[config.mk]
export PLATFORM = sky130hd
export DESIGN_NAME = htbd_out_reg
export DESIGN_NICKNAME = d
export VERILOG_FILES = /design/src/rtl/htbd_pkg.sv /design/src/rtl/htbd_out_reg.sv
export SDC_FILE = /design/constraint.sdc
export NUM_CORES = 1
export LEC_CHECK = 0
export BUFFER_PORTS_ARGS = -buffer_cell sky130_fd_sc_hd__buf_2
export CAP_MARGIN = 20
export CORE_AREA = 2 2 39 41
export DETAILED_ROUTE_END_ITERATION = 10
export DIE_AREA = 0 0 41 43
export HOLD_SLACK_MARGIN = 0.03
export SETUP_SLACK_MARGIN = 0.15
export SLEW_MARGIN = 20
export SYNTH_ARGS = -nofsm -noshare
export SYNTH_HDL_FRONTEND = slang
export SYNTH_SLANG_ARGS = --single-unit
[constraint.sdc]
create_clock -name clk -period 1.3 [get_ports clk]
set_clock_uncertainty 0.2 [all_clocks]
set_input_delay 0.39 -clock clk [delete_from_list [all_inputs] [get_ports clk]]
set_output_delay 0.39 -clock clk [all_outputs]
set_load 0.02 [all_outputs]
[src/rtl/htbd_pkg.sv]
`timescale 1ns / 1ps
// ----------------------------------------------------------------------------
// htbd_pkg
// Shared types and constants for the huffman tree bit decoder.
// ----------------------------------------------------------------------------
package htbd_pkg;

  localparam int NODES   = 512;
  localparam int NODE_AW = $clog2(NODES);
  localparam int IDX_W   = 9;
  localparam int SYM_W   = 8;
  localparam int CNT_W   = 4;

  typedef enum logic [1:0] {
    CMD_NODE  = 2'd0,
    CMD_DATA  = 2'd1,
    CMD_FINAL = 2'd2,
    CMD_NONE  = 2'd3
  } cmd_t;

  typedef enum logic [1:0] {
    ST_IDLE,
    ST_STEP,
    ST_CHECK,
    ST_FLUSH
  } state_t;

  typedef struct packed {
    logic             leaf;
    logic [IDX_W-1:0] left;
    logic [IDX_W-1:0] right;
    logic [SYM_W-1:0] symbol;
  } node_t;

  typedef struct packed {
    logic               we;
    logic [NODE_AW-1:0] waddr;
    node_t              wdata;
    logic               re;
    logic [NODE_AW-1:0] raddr;
  } ram_req_t;

  function automatic logic idx_ok(input logic [IDX_W-1:0] idx);
    return 32'(idx) < NODES;
  endfunction

endpackage

[src/rtl/htbd_out_reg.sv]
`timescale 1ns / 1ps
// ----------------------------------------------------------------------------
// htbd_out_reg
// Output register for decoded symbols, decouples the walk from the sink.
// ----------------------------------------------------------------------------
module htbd_out_reg (
  input  logic                       clk,
  input  logic                       rst,
  input  logic                       push,
  input  logic [htbd_pkg::SYM_W-1:0] push_symbol,
  input  logic                       push_last,
  output logic                       can_push,
  output logic                       out_valid,
  input  logic                       out_stall,
  output logic [htbd_pkg::SYM_W-1:0] symbol,
  output logic                       last
);

  assign can_push = !out_valid || !out_stall;

  always_ff @(posedge clk) begin
    if (rst) begin
      out_valid <= 1'b0;
    end else if (can_push) begin
      out_valid <= push;
    end
  end

  always_ff @(posedge clk) begin
    if (push && can_push) begin
      symbol <= push_symbol;
      last   <= push_last;
    end
  end

endmodule
==> impl_metrics.yaml, run 1 <==
grt:
  grt_pass1_wl_mm: 1.04
  grt_max_degree: 10
  gr-total-overflow: 0
  grt_usage_pct: 8.78
  grt_pass1_vias: 254
  grt_antenna_before_repair: 0
routing:
  num_vias: 229
  viasPerCell: 3.95
  drt-wirelength-per-cell_um: 11.4
  drt-total-wl_um: 661
  ant_nets: 0
  dr.first_iter.drc_count: 0
  dr.pass1.iters: 1
  drc: 0
sta:
  fmax_mhz: 716
  relSlewSlack_pct: 91.3
  maxSlewViolCount: 0
  fin_crit_ns: 1.40
  tns_ns: -0.851
  rsz0062_at_grt: "yes"
  finalHoldViolCount: 0
  setup_violations: 11
  fin_ws_ns: -0.0971
  finalCritPeriodShare_pct: 107
  worst_pin_slew_ns: 0.131
  timing.hold.ws_ns: 0.0756
floorplan:
  core.rowCount: 14
  design.core.area_um2: 1380
  fp.dieW_um: 41
  io_pins: 24
  die_area_um2: 1760
  die_h_um: 43
  initial_core_util_pct: 22.3
clock_network:
  clock_path_buffers: 2
  clk_latency_ns: 0.25
  cts_tree: "built"
  cts_made_buffers: 3
  h-tree-depth: 1
  root_buffer: "clkbuf_4"
  clkTransAtPathRegs_ns: 0.06
  cts.sinks: 10
  postCtsHoldBufs: 0
power_and_ir_drop:
  p_leak_nw: 0.233
  powerDensity_nw_per_um2: 1270
  ir_worst_vdd_uv: 453
critical_path:
  setup.worst_path.end_class: "output pin"
  start_kind: "flop"
  rr_worst_depth: 3
  r2r_slack_ns: 0.10
  worstPathRequired_ns: 0.71
  reg2reg_to: "symbol[1]$_DFFE_PP_"
  worst_ep_arrival_time_ns: 0.81
  crit_type: "reg2out"
  cp_max_fo: 3
  r2r-start: "out_valid$_SDFFE_PP0P_"
layout:
  final_util_pct: 39.3
  fill_cells: 143
  layout_common_cells: "buf_2, edfxtp_1, buf_6, clkbuf_4"
  antenna_cells: 0
  final_common_cell: "buf_2"
  drive_above_1_share_pct: 71.4
  area_growth_pct: 76.1
  layout.nets: 56
synthesis:
  synth_area_per_cell_um2: 22.1
  synth_warnings: 0
  syn-num-nets: 27
  synth_top_area_share_pct: 87.4
  ys_types: 6
  synth-seq-cells: 10
  ys_seq_area_share_pct: 93.9
  synth_top_area_cell: "edfxtp_1"
  syn-cell-area_um2: 309
  synthCells: 14
  netlist_top_cells_area: "edfxtp_1, dfxtp_1, and2_1"
outcome:
  violations: "negative setup slack"
  status: "complete, but fails checks"
hold_path:
  worst_hold_path_type: "in2reg"
  hp-start: "rst"
  whs_path_depth: 2
  min_to: "out_valid$_SDFFE_PP0P_"
placement:
  dp_slack_ns: -0.0352
  gp_congestion: 0.709
  port_buffers: 23
job:
  cap_violations: 0
-- how the worst max path moves through the flow --
stage                                       from        endpoint  slack, ns  cells after the start
after floorplan           out_valid$_SDFFE_PP0P_  last$_DFFE_PP_       0.16                      2
after global placement                 out_stall        can_push      -0.03                      3
after detailed placement               out_stall        can_push      -0.04                      3
after CTS                 out_valid$_SDFFE_PP0P_        can_push      -0.11                      2
after global routing      out_valid$_SDFFE_PP0P_        can_push      -0.13                      2
final                     out_valid$_SDFFE_PP0P_        can_push       -0.1                      2
-- metrics by stage --
stage / power (mW) / std cells / instance area (um2)
global placement: 0.465 / 53 / 464
finish: 0.691 / 58 / 544
floorplan: 0.426 / 14 / 329
CTS: 0.692 / 57 / 505
detailed placement: 0.468 / 53 / 464
global route: 0.727 / 58 / 544
-- synthesized netlist by cell type (all sizes together) --
cell type  count
and2           1
edfxtp         9
nor2           1
dfxtp          1
nand2          1
a21oi          1
-- power breakdown --
part,internal (mW),switching [mW],total (mW)
combinational,0.0463,0.0472,0.0935
sequential,0.372,0.0104,0.382
clock,0.118,0.0970,0.215
-- per-layer routing --
layer,vias up,GRT usage [%],wire length (um)
met4,0,4.00,0
met3,0,3.66,101
met5,-,0,0
li1,109,-,-
met2,24,12.8,288
met1,96,10.9,271
-- area by class of cell --
class                   instances  area [um2]  area share, %
well taps                      16        20.0           3.68
clock buffers                   4        26.3           4.83
flip-flops and latches         10         294           54.0
multi-input cells               4        37.5           6.90
repair buffers                 24         166           30.6
-- logic make-up (layout without fill, tap and decap cells) --
kind of cell | after synthesis | after routing | share of synthesized area (%)
DFF | 10 | 10 | 93.9
buffers and inverters | 0 | 28 | 0
AOI/OAI and AO/OA | 1 | 1 | 1.62
and+or+nand+nor | 3 | 3 | 4.45
-- worst max-delay path, cell delays in order, from the launching register on --
cell     delay, ns
dfxtp_4       0.38
nand2_8       0.05
buf_6         0.12
-- flip-flops by register name, summed over array words and instances, names as in the netlist --
name,cells
symbol,8
out_valid,1
last,1
-- what timing repair did --
item | CTS | global route
endpoints found under the setup margin | 11 | 11
setup buffers | 0 | 1
gates resized for setup | 5 | 10
Power figures use the tool's default switching activity.
==> run 2: changes to the inputs <==
==> constraint.sdc (replaced) <==
create_clock -name clk -period 1.2 [get_ports clk]
set_clock_uncertainty 0.2 [all_clocks]
set_input_delay 0.36 -clock clk [delete_from_list [all_inputs] [get_ports clk]]
set_output_delay 0.36 -clock clk [all_outputs]
set_load 0.02 [all_outputs]
==> impl_metrics.yaml, run 2 (synthesized netlist as in run 1, its figures left out) <==
power_and_ir_drop:
  p_leak_nw: 0.247
  powerDensity_nw_per_um2: 1350
  ir_worst_vdd_uv: 496
layout:
  max_flop_register: "symbol"
  antenna_cells: 0
  layout_common_cells: "buf_2, buf_6, edfxtp_1, clkbuf_4, and2_4"
  largestRegisters: "symbol: 8 flops, last: 1 flops, out_valid: 1 flops"
  final_cells: 59
  drive_above_1_share_pct: 72.1
  layout.nets: 57
  fill_cells: 132
  final_common_cell: "buf_2"
  final_area_um2: 561
  largest_register_ffs: 8
  area_growth_pct: 81.4
clock_network:
  clkTransAtPathRegs_ns: 0.06
  cts_made_buffers: 3
  postCtsHoldBufs: 0
  h-tree-depth: 1
  root_buffer: "clkbuf_4"
  cts_tree: "built"
  clock_path_buffers: 2
  cts.sinks: 10
  clk_latency_ns: 0.25
critical_path:
  setup.worst_path.end_class: "output pin"
  worst_ep_arrival_time_ns: 0.80
  start_kind: "flop"
  slowest_stage: "dfxtp_4"
  r2r-start: "out_valid$_SDFFE_PP0P_"
  max_stage_delay_ns: 0.37
  crit_type: "reg2out"
  rr_worst_depth: 3
  worstPathRequired_ns: 0.64
  cp_max_fo: 3
  r2r_slack_ns: 0.06
  cpLargestDelayFamily: "flip-flops"
  crit_buf_inv: 1
  crit_end: "can_push"
  reg2reg_to: "symbol[1]$_DFFE_PP_"
  worst-path-stages: 2
  cp_cell_sequence: "nand2_4, buf_6"
  cp-startpoint: "out_valid$_SDFFE_PP0P_"
sta:
  fin_crit_ns: 1.36
  timing.hold.ws_ns: 0.0511
  fmax_mhz: 734
  fin_ws_ns: -0.162
  finalCritPeriodShare_pct: 114
  worst_pin_slew_ns: 0.123
  finalHoldViolCount: 0
  setup_violations: 11
  rsz0062_at_grt: "yes"
  relSlewSlack_pct: 91.8
  maxSlewViolCount: 0
floorplan:
  initial_core_util_pct: 22.3
  fp.dieW_um: 41
  die_h_um: 43
  design.core.area_um2: 1380
  die_area_um2: 1760
  io_pins: 24
  core.rowCount: 14
routing:
  drt-wirelength-per-cell_um: 11.8
  drt-total-wl_um: 696
  ant_nets: 0
  num_vias: 226
  dr.first_iter.drc_count: 1
  dr.pass1.iters: 2
  viasPerCell: 3.83
  drc: 0
job:
  cap_violations: 0
grt:
  grt_pass1_wl_um: 883
  grt_usage_pct: 8.58
  grt_max_degree: 10
  grt_pass1_vias: 204
  grt_antenna_before_repair: 0
  gr-total-overflow: 0
hold_path:
  worst_hold_path_type: "in2reg"
outcome:
  status: "complete, but fails checks"
  violations: "negative setup slack"
placement:
  dp_slack_ns: -0.0533
  port_buffers: 23
  gp_congestion: 0.692
  placed_area_um2: 458
  dp.cells: 53
==> run 2: changes by cell type in the layout (fill, tap and decap cells not counted), sizes merged <==
cell	previous run	this run
and2	1	2
==> run 2: what timing repair did <==
action	in CTS	in global routing
cloned	0	1
setup buffers	0	1
resized for setup	6	14
endpoints found under the setup margin	20	20
==> run 2: area by class of cell <==
type / count / area [um2] / share of cell area (%)
repair buffers: 24 / 183 / 32.6
well taps: 16 / 20.0 / 3.57
clock buffers: 4 / 26.3 / 4.69
multi-input cells: 5 / 37.5 / 6.70
flip-flops and latches: 10 / 294 / 52.5
==> run 2: through the flow <==
step                TNS [ns]  util, %  power [mW]
floorplan                  0        -       0.458
global placement      -0.404     33.1       0.499
detailed placement    -0.528     33.1       0.501
CTS                    -1.65     36.3       0.747
global route           -1.99     40.5       0.800
finish                 -1.50     40.5       0.755
==> run 2: worst min path at each step <==
| stage | start | to | cells past startpoint |
|---|---|---|---|
| finish | rst | out_valid$_SDFFE_PP0P_ | 2 |
| global route | rst | out_valid$_SDFFE_PP0P_ | 2 |
| detailed placement | rst | out_valid$_SDFFE_PP0P_ | 2 |
| floorplan | rst | out_valid$_SDFFE_PP0P_ | 1 |
| global placement | out_valid$_SDFFE_PP0P_ | out_valid$_SDFFE_PP0P_ | 2 |
| CTS | rst | out_valid$_SDFFE_PP0P_ | 2 |
==> run 2: layer usage <==
metal	GRT usage (%)	vias up	wire length [um]
li1	-	112	-
met1	10.2	90	301
met2	9.06	24	274
met3	6.81	0	120
met4	8.00	0	0
met5	0	-	0
==> run 2: power breakdown <==
| part | internal (mW) | switching [mW] |
|---|---|---|
| Combinational | 0.0577 | 0.0531 |
| Clock | 0.128 | 0.103 |
| Sequential | 0.403 | 0.00997 |
| Total | 0.589 | 0.166 |
